==> config.mk <==
export PLATFORM = sky130hd
export DESIGN_NAME = wsm_ctrl
export DESIGN_NICKNAME = d
export VERILOG_FILES = /design/src/sv/wsm_pkg.sv /design/src/sv/wsm_ctrl.sv
export SDC_FILE = /design/constraint.sdc
export NUM_CORES = 1
export LEC_CHECK = 0
export ABC_AREA = 1
export BUFFER_PORTS_ARGS = -buffer_cell sky130_fd_sc_hd__clkbuf_2
export CAP_MARGIN = 5
export CORE_ASPECT_RATIO = 0.7
export CORE_MARGIN = 3
export CORE_UTILIZATION = 25
export DETAILED_ROUTE_END_ITERATION = 8
export HOLD_SLACK_MARGIN = 0.03
export SLEW_MARGIN = 0
export SYNTH_ARGS = -nofsm -noshare
export SYNTH_HDL_FRONTEND = slang
export SYNTH_SLANG_ARGS = --single-unit
==> constraint.sdc <==
create_clock -name clock -period 1.29 [get_ports clock]
set_input_delay 0.258 -clock clock [delete_from_list [all_inputs] [get_ports clock]]
set_output_delay 0.258 -clock clock [all_outputs]
set_load 0.02 [all_outputs]
==> src/sv/wsm_pkg.sv <==
// Shared types, codes and constants of the walk state moments block.
package wsm_pkg;

   // default store depth in sites
   localparam int MAX_SITES_DEF = 4096;

   // restoring division of a distance sum by the walk step
   localparam int DIST_W     = 56;
   localparam int DIV_STEPS  = DIST_W;
   localparam int DIV_CNT_W  = $clog2(DIV_STEPS);

   // result status codes
   localparam logic [1:0] STATUS_OK        = 2'd0;
   localparam logic [1:0] STATUS_BAD_SIZE  = 2'd1;
   localparam logic [1:0] STATUS_STEP_ZERO = 2'd2;
   localparam logic [1:0] STATUS_MISMATCH  = 2'd3;

   // configuration register indexes
   localparam logic [1:0] CSR_LINE_MODE  = 2'd0;
   localparam logic [1:0] CSR_SITE_LIMIT = 2'd1;
   localparam logic [1:0] CSR_MIXING     = 2'd2;
   localparam logic [1:0] CSR_UNIFORM    = 2'd3;

   // controller states
   typedef enum logic [3:0] {
      ST_INIT,
      ST_IDLE,
      ST_CHECK,
      ST_CLEAR,
      ST_SQ,
      ST_MUL,
      ST_MUL2,
      ST_ACC,
      ST_MEAN,
      ST_MSQ,
      ST_DIV,
      ST_OUT
   } state_type;

   // controller to datapath commands
   typedef struct packed {
      logic       load;
      logic       clr_wr;
      logic       sq;
      logic [1:0] sq_sel;
      logic       mul;
      logic       mul2;
      logic       acc;
      logic       mean;
      logic       msq;
      logic       div_step;
      logic       out_load;
   } cmd_type;

   // datapath to controller status
   typedef struct packed {
      logic need_clear;
      logic last;
      logic out_free;
   } stat_type;

endpackage

==> src/sv/wsm_ctrl.sv <==
// Controller state machine: sequences each transaction through the datapath.
module wsm_ctrl
   import wsm_pkg::*;
#(
   parameter int MAX_SITES = MAX_SITES_DEF
) (
   input  logic                         clock,
   input  logic                         reset,
   input  logic                         req_valid,
   output logic                         req_stall,
   input  stat_type                     stat,
   output cmd_type                      cmd,
   output logic [$clog2(MAX_SITES)-1:0] clr_addr
);

   localparam int IDX_W = $clog2(MAX_SITES);

   state_type              state_ff, state_in;
   logic [IDX_W-1:0]       sweep_ff, sweep_in;
   logic [1:0]             sq_cnt_ff, sq_cnt_in;
   logic [DIV_CNT_W-1:0]   div_cnt_ff, div_cnt_in;
   logic                   sweep_last;
   logic                   div_last;

   assign sweep_last = (sweep_ff == IDX_W'(MAX_SITES - 1));
   assign div_last   = (div_cnt_ff == DIV_CNT_W'(DIV_STEPS - 1));

   // next state
   always_comb begin
      state_in = state_ff;
      case (state_ff)
         ST_INIT:  if (sweep_last) state_in = ST_IDLE;
         ST_IDLE:  if (req_valid) state_in = ST_CHECK;
         ST_CHECK: state_in = stat.need_clear ? ST_CLEAR : ST_SQ;
         ST_CLEAR: if (sweep_last) state_in = ST_SQ;
         ST_SQ:    if (sq_cnt_ff == 2'd3) state_in = ST_MUL;
         ST_MUL:   state_in = ST_MUL2;
         ST_MUL2:  state_in = ST_ACC;
         ST_ACC:   state_in = stat.last ? ST_MEAN : ST_IDLE;
         ST_MEAN:  state_in = ST_MSQ;
         ST_MSQ:   state_in = ST_DIV;
         ST_DIV:   if (div_last) state_in = ST_OUT;
         ST_OUT:   if (stat.out_free) state_in = ST_IDLE;
         default:  state_in = ST_INIT;
      endcase
   end

   // advance the sweep, square and division counters
   always_comb begin
      sweep_in   = '0;
      sq_cnt_in  = '0;
      div_cnt_in = '0;
      if ((state_ff == ST_INIT || state_ff == ST_CLEAR) && !sweep_last) begin
         sweep_in = sweep_ff + 1'b1;
      end
      if (state_ff == ST_SQ) begin
         sq_cnt_in = sq_cnt_ff + 1'b1;
      end
      if (state_ff == ST_DIV) begin
         div_cnt_in = div_cnt_ff + 1'b1;
      end
   end

   // commands
   always_comb begin
      cmd       = '0;
      req_stall = 1'b1;
      case (state_ff)
         ST_INIT:  cmd.clr_wr = 1'b1;
         ST_IDLE: begin
            req_stall = 1'b0;
            cmd.load  = req_valid;
         end
         ST_CHECK: cmd = '0;
         ST_CLEAR: cmd.clr_wr = 1'b1;
         ST_SQ: begin
            cmd.sq     = 1'b1;
            cmd.sq_sel = sq_cnt_ff;
         end
         ST_MUL:   cmd.mul      = 1'b1;
         ST_MUL2:  cmd.mul2     = 1'b1;
         ST_ACC:   cmd.acc      = 1'b1;
         ST_MEAN:  cmd.mean     = 1'b1;
         ST_MSQ:   cmd.msq      = 1'b1;
         ST_DIV:   cmd.div_step = 1'b1;
         ST_OUT:   cmd.out_load = stat.out_free;
         default:  cmd = '0;
      endcase
   end

   assign clr_addr = sweep_ff;

   always_ff @(posedge clock) begin
      if (reset) begin
         state_ff   <= ST_INIT;
         sweep_ff   <= '0;
         sq_cnt_ff  <= '0;
         div_cnt_ff <= '0;
      end else begin
         state_ff   <= state_in;
         sweep_ff   <= sweep_in;
         sq_cnt_ff  <= sq_cnt_in;
         div_cnt_ff <= div_cnt_in;
      end
   end

endmodule

==> impl_metrics.ini, run 1 <==
[routing]
finalWirelength_um = 3621
detail_route.first_pass.iterations = 4
drt_iter0_markers = 38
drcViolationCount = 0
drt.antenna.violating_nets = 0
detailed_route_via_count = 1409
routed_via_density = 4.181
wire_per_inst_um = 10.74

[timing]
tcrit_tclk_final_pct = 120.3
worst_slew_pin_slew_ns = 0.2907
worst_slew_margin_rel_pct = 80.55
fmaxAchievable_mhz = 644.4
layout_setup_ws_ns = -0.2618
skew_ns = 0.01315
layout_min_cycle_time_ns = 1.552
report.final.hold_viol_count = 0
setup_viol_count_final = 27
finalMaxSlewViolations = 0
grt_setup_unrepaired = true

[finish]
fin_cells = 337
nets = 278
syn2layout_area_growth_pct = 76.46
finish.instance_area_mm2 = 0.002382
final_layout_size_suffix_gt1_share_pct = 58.58
antenna_diode_count = 0

[pwr]
power_density_mw_per_mm2 = 1588
p_total_uw = 3783
ir_drop_uv = 816.7
power.leakage_uw = 0.001007

[placed_design]
detailedPlacementHpwl_um = 2622
postPlaceCellArea_mm2 = 0.001857
place.detailed.instances = 323
globalplace.congestion = 0.8509
numPortBuffers = 30

[grt]
grt_first_pass_wirelength_um = 6003
antenna_found_initial = 0
groute.usage.overall_pct = 12.05
number_of_global_route_vias_before_repair = 1351
maximum_number_of_pins_on_one_net_before_global_route_repair = 15
grt.overflow.total = 0

[logic_synthesis]
synth.cells.most_frequent = sky130_fd_sc_hd__nor2_1 (37), sky130_fd_sc_hd__nand2_1 (34), sky130_fd_sc_hd__inv_1 (30)
synthesis.instances = 195
yosysMostFrequentCell = sky130_fd_sc_hd__nor2_1
avgSynthCellArea_um2 = 6.923
synth_enable_flop_cells = 0
mappedNetlistNets = 204
synth_top_area_share_pct = 35.59
ys_types = 25
synthFlopType = sky130_fd_sc_hd__dfxtp_1
synth.top_cells.by_area = sky130_fd_sc_hd__dfxtp_1 (36%), sky130_fd_sc_hd__nor2_1 (10%), sky130_fd_sc_hd__nand2_1 (9.5%), sky130_fd_sc_hd__inv_1 (8.3%), sky130_fd_sc_hd__nand3_1 (6.3%)
synthDominantAreaCellType = sky130_fd_sc_hd__dfxtp_1
synth.ff_latch_count = 24
synthArstFlopShare_pct = 0
synth.cell_area_mm2 = 0.001350
ys_seq_area_share_pct = 35.59
yosysWarnings = 0

[worst_setup_path]
critPathLaunchType = flop
worst_path_dominant_cell_family = flip-flops
critical_path_depth = 6
critical_path.slowest_cell = sky130_fd_sc_hd__dfxtp_4
critical-path-top-cell-by-count = sky130_fd_sc_hd__inv_4
timing.critical_path.cells = inv_4 > nor2_4 > buf_6 > inv_4 > nor2_2 > buf_4
endpoint_kind = output port
worst-r2r-setup-slack_ns = -0.11
worst-setup-path-type = reg -> out
worst-path-buf-inv = 4
worst-r2r-cell-count = 10
crit_fanout = 6
cp.arrival_ns = 1.29
timing.critical_path.slowest_cell_delay_ns = 0.39
critical_path_required_ns = 1.03

[clock_tree]
clk_pin_slew_worst_paths_ns = 0.09
cts_root_buf = sky130_fd_sc_hd__clkbuf_8
cts_tree = built
tritoncts.num_buffers = 3
clock_tree.htree_level_count = 1
worstSkewPairLatency_ns = 0.28
clock_sinks = 24
ctsLongestPathBuffers = 2

[floorplan]
core-area_mm2 = 0.004992
area_of_the_die_mm2 = 0.006332
floorplan.initialDensity_pct = 27.04
ios = 31
std_cell_rows = 21
die_height_um = 67.48
die_w_um = 93.83

[run]
max-cap-violations = 0

[min_path]
min-delay-path-class = in -> reg
worstHoldPathCells = 2

[outcome]
failing_checks = setup timing
status = finished, violations left
## per-stage QoR
step / TNS, ns / utilization [%] / hold WS, ns / setup slack [ns]
2_1_floorplan: -0.08149 / - / 0.3271 / -0.04074
3_3_place_gp: -0.6457 / 37.19 / 0.4366 / -0.06470
3_5_place_dp: -0.7031 / 37.19 / 0.4435 / -0.05797
4_1_cts: -2.217 / 43.48 / 0.1833 / -0.2203
5_1_grt: -4.440 / 47.72 / 0.1929 / -0.3313
6_report: -2.695 / 47.72 / 0.1939 / -0.2618
## cells by family after synthesis
kind of cell               synth area share, %
buffers and inverters                    10.57
xor gates and xnor gates                 5.839
and+or+nand+nor                          41.70
DFF                                      35.59
AOI/OAI and AO/OA                        3.522
adders and majority gates                2.781
## report_power, final
| group | internal, uW | switching (uW) |
|---|---|---|
| Combinational | 1010 | 1140 |
| Clock | 415 | 255 |
| Sequential | 844 | 111 |
| Total | 2270 | 1510 |
## worst paths after layout
check         startpoint     endpoint
min                reset  state_ff[2]
min reg2reg  clr_addr[0]  clr_addr[0]
max          state_ff[2]       cmd[6]
max reg2reg  state_ff[3]  state_ff[0]
## worst reg2reg max path, cell delays in order (launching register included)
cell and delay, ns:
sky130_fd_sc_hd__dfxtp_4 0.39, sky130_fd_sc_hd__nor2_4 0.21, sky130_fd_sc_hd__buf_6 0.13, sky130_fd_sc_hd__buf_6 0.09
sky130_fd_sc_hd__buf_6 0.11, sky130_fd_sc_hd__nand3_4 0.07, sky130_fd_sc_hd__nand2_2 0.07, sky130_fd_sc_hd__nor2_2 0.04
sky130_fd_sc_hd__nand3_1 0.07, sky130_fd_sc_hd__nand2_1 0.05, sky130_fd_sc_hd__nor2_1 0.10
## area by class of cell
type / count / area (um^2)
Fill cell: 484 / 2610
Multi-Input combinational cell: 135 / 996.0
Timing Repair Buffer: 70 / 581.8
Sequential cell: 24 / 508.0
Inverter: 35 / 138.9
Tap cell: 69 / 86.33
Clock buffer: 3 / 41.29
Clock inverter: 1 / 30.03
## registers in the layout (all words and copies together) (netlist names)
name and count:
clr_addr 12, div_cnt_ff 6, sq_cnt_ff 2, state_ff 4
## metal layers
layer | global-route usage, % | up-vias | share of wire, %
li1 | - | 741 | -
met1 | 17.12 | 641 | 50
met2 | 18.13 | 25 | 45
met3 | 3.675 | 2 | 4.8
met4 | 2.162 | 0 | 0.58
met5 | 0 | - | 0
## what timing repair did
| item | CTS | global route |
|---|---|---|
| endpoints found under the setup margin | 29 | 29 |
| hold endpoints to repair | 0 | 0 |
| resized for setup | 55 | 60 |
| pin swaps | 16 | 27 |
| hold buffers | 0 | 0 |
| buffers inserted | 6 | 5 |
## cells in the final DEF (no fill, tap or decap), types with 3 or more instances in the layout
cell / count
sky130_fd_sc_hd__nand2_1: 23
sky130_fd_sc_hd__inv_1: 24
sky130_fd_sc_hd__nand3_4: 7
sky130_fd_sc_hd__nor2_1: 22
sky130_fd_sc_hd__clkbuf_2: 17
sky130_fd_sc_hd__nor2_2: 10
sky130_fd_sc_hd__nor2_4: 15
sky130_fd_sc_hd__buf_6: 10
sky130_fd_sc_hd__inv_4: 3
sky130_fd_sc_hd__nand2_2: 13
sky130_fd_sc_hd__clkbuf_8: 6
sky130_fd_sc_hd__dfxtp_2: 4
sky130_fd_sc_hd__buf_8: 4
sky130_fd_sc_hd__a21oi_2: 3
sky130_fd_sc_hd__nand2_4: 4
sky130_fd_sc_hd__nand3_1: 12
sky130_fd_sc_hd__xor2_1: 5
sky130_fd_sc_hd__buf_4: 35
sky130_fd_sc_hd__dfxtp_1: 14
sky130_fd_sc_hd__inv_2: 8
sky130_fd_sc_hd__dfxtp_4: 6
No activity file was read; power rests on OpenSTA's default activity.
==> run 2, diff against run 1 <==
CORE_UTILIZATION = 48   (was 25)
PLACE_DENSITY = 0.75   (was not set)
==> impl_metrics.ini, run 2 (synthesized netlist as in run 1, its figures left out) <==
[routing]
drt_iter0_markers = 77
detail_route.first_pass.iterations = 4
finalWirelength_um = 4293
detailed_route_via_count = 1485
drcViolationCount = 0
wire_per_inst_um = 14.55
drt.antenna.violating_nets = 0
routed_via_density = 5.034

[floorplan]
area_of_the_die_mm2 = 0.003495
die_height_um = 50.37
die_w_um = 69.39
ios = 31
floorplan.initialDensity_pct = 52.51
std_cell_rows = 15
core-area_mm2 = 0.002571

[placed_design]
place.detailed.instances = 283
globalplace.congestion = 0.9502
postPlaceCellArea_mm2 = 0.001763
numPortBuffers = 30
detailedPlacementHpwl_um = 2432

[timing]
worst_slew_margin_rel_pct = 80.05
grt_setup_unrepaired = true
skew_ns = 0.01039
tcrit_tclk_final_pct = 117.1
finalMaxSlewViolations = 0
layout_min_cycle_time_ns = 1.510
worst_slew_pin_slew_ns = 0.2989
report.final.hold_viol_count = 0
setup_viol_count_final = 29
layout_setup_ws_ns = -0.2202
fmaxAchievable_mhz = 662.2

[grt]
grt_first_pass_wirelength_um = 5968
grt.overflow.total = 0
antenna_found_initial = 0
maximum_number_of_pins_on_one_net_before_global_route_repair = 14
groute.usage.overall_pct = 21.42
number_of_global_route_vias_before_repair = 1344

[worst_setup_path]
timing.critical_path.cells = inv_4 > buf_6 > nand2_4 > nor3_2 > buf_4
worst_r2r_startpoint = state_ff[0]
worst-r2r-setup-slack_ns = -0.13
worst-r2r-cell-count = 10
critical_path_required_ns = 1.03
cp.arrival_ns = 1.25
endpoint_kind = output port
setup.worst_path.start = state_ff[2]
crit_fanout = 3
critical_path.slowest_cell = sky130_fd_sc_hd__dfxtp_4
critPathLaunchType = flop
crit-reg2reg-capture = state_ff[3]
timing.critical_path.to = cmd[0]
worst-setup-path-type = reg -> out
timing.critical_path.slowest_cell_delay_ns = 0.38

[finish]
final_common_cell = sky130_fd_sc_hd__buf_4
finish.instance_area_mm2 = 0.002193
fin_cells = 295
final_layout_size_suffix_gt1_share_pct = 54.79
largest_register_ffs = 12
area_of_combinational_cells_with_multiple_inputs_um2 = 948.4
mostFrequentLayoutCells = sky130_fd_sc_hd__buf_4 (29), sky130_fd_sc_hd__inv_1 (25), sky130_fd_sc_hd__nand2_1 (25)
syn2layout_area_growth_pct = 62.46
number_of_filler_instances_in_the_final_layout = 140
nets = 271
antenna_diode_count = 0
register_area_um2 = 506.7
final_util_pct = 85.30

[outcome]
status = finished, violations left
failing_checks = setup timing

[clock_tree]
cts_tree = built
cts_root_buf = sky130_fd_sc_hd__clkbuf_8
ctsLongestPathBuffers = 2
hold_fix_buffers_at_cts = 0
clock_tree.htree_level_count = 1
clk_pin_slew_worst_paths_ns = 0.09
tritoncts.num_buffers = 3
clock_sinks = 24
worstSkewPairLatency_ns = 0.28

[pwr]
seq_power_share_pct = 27.8
p_sw_uw = 1481
power.leakage_uw = 0.0009798
ir_drop_uv = 1296
power_frac_clock_pct = 15.3
comb_power_share_pct = 56.9
netSwitchingFraction_pct = 42.53
power_density_mw_per_mm2 = 1588
cellInternalPower_uw = 2001

[run]
max-cap-violations = 0

[min_path]
worstHoldPathCells = 2
min-delay-path-class = in -> reg
[run 2: cell count changes in the layout (fill, tap and decap cells not counted), sizes merged]
cell / previous run / this run
buf: 50 / 46
clkbuf: 23 / 21
bufinv: 1 / 0
[run 2: per-layer routing]
| layer | wire length [um] | vias to the layer above | GRT usage [%] |
|---|---|---|---|
| met5 | 0 | - | 0 |
| met4 | 124 | 0 | 5.519 |
| met3 | 284 | 19 | 6.200 |
| met2 | 1942 | 64 | 35.13 |
| met1 | 1942 | 675 | 27.78 |
| li1 | - | 727 | - |
[run 2: how the worst min path moves through the flow]
stage | from | to | slack [ns]
global placement | clr_addr[0] | clr_addr[0] | 0.44
detailed placement | clr_addr[0] | clr_addr[0] | 0.44
floorplan | reset | state_ff[2] | 0.33
finish | reset | state_ff[2] | 0.19
CTS | reset | state_ff[2] | 0.19
global route | reset | state_ff[2] | 0.19
[run 2: cell type report]
cell class	instances	share of cell area, %
multi-input combinational	135	43.24
sequential	24	23.10
timing repair buffer	63	23.10
inverter	35	6.104
clock buffer	4	2.510
tap	34	1.940
[run 2: through the flow]
stage	hold slack [ns]	TNS (ns)	setup slack (ns)	total power [uW]
CTS	0.1875	-2.122	-0.1917	3084
finish	0.1883	-3.378	-0.2202	3482
floorplan	0.3271	-0.08149	-0.04074	1803
global route	0.1888	-5.071	-0.2744	3672
detailed placement	0.4393	-0.2406	-0.03996	2274
global placement	0.4367	-0.2292	-0.03599	2268
[run 2: timing repair]
action                     4_1_cts  5_1_grt
gates resized for setup         41       63
setup endpoints to repair       25       34
buffers inserted                 7        2
pin swaps                       18       18
[run 2: worst max-delay path, delay by kind of cell (launching register included)]
| family | cells | cell delay [ns] |
|---|---|---|
| AND/OR/NAND/NOR | 2 | 0.25 |
| buffers and inverters | 3 | 0.35 |
| flip-flops | 1 | 0.38 |
[run 2: power groups by stage]
stage	Combinational [uW]	Clock (uW)	Sequential (uW)
after floorplan	850	0	954
after global placement	1340	0	931
after detailed placement	1340	0	930
after CTS	1620	515	946
after global routing	2130	564	979
final	1980	534	967
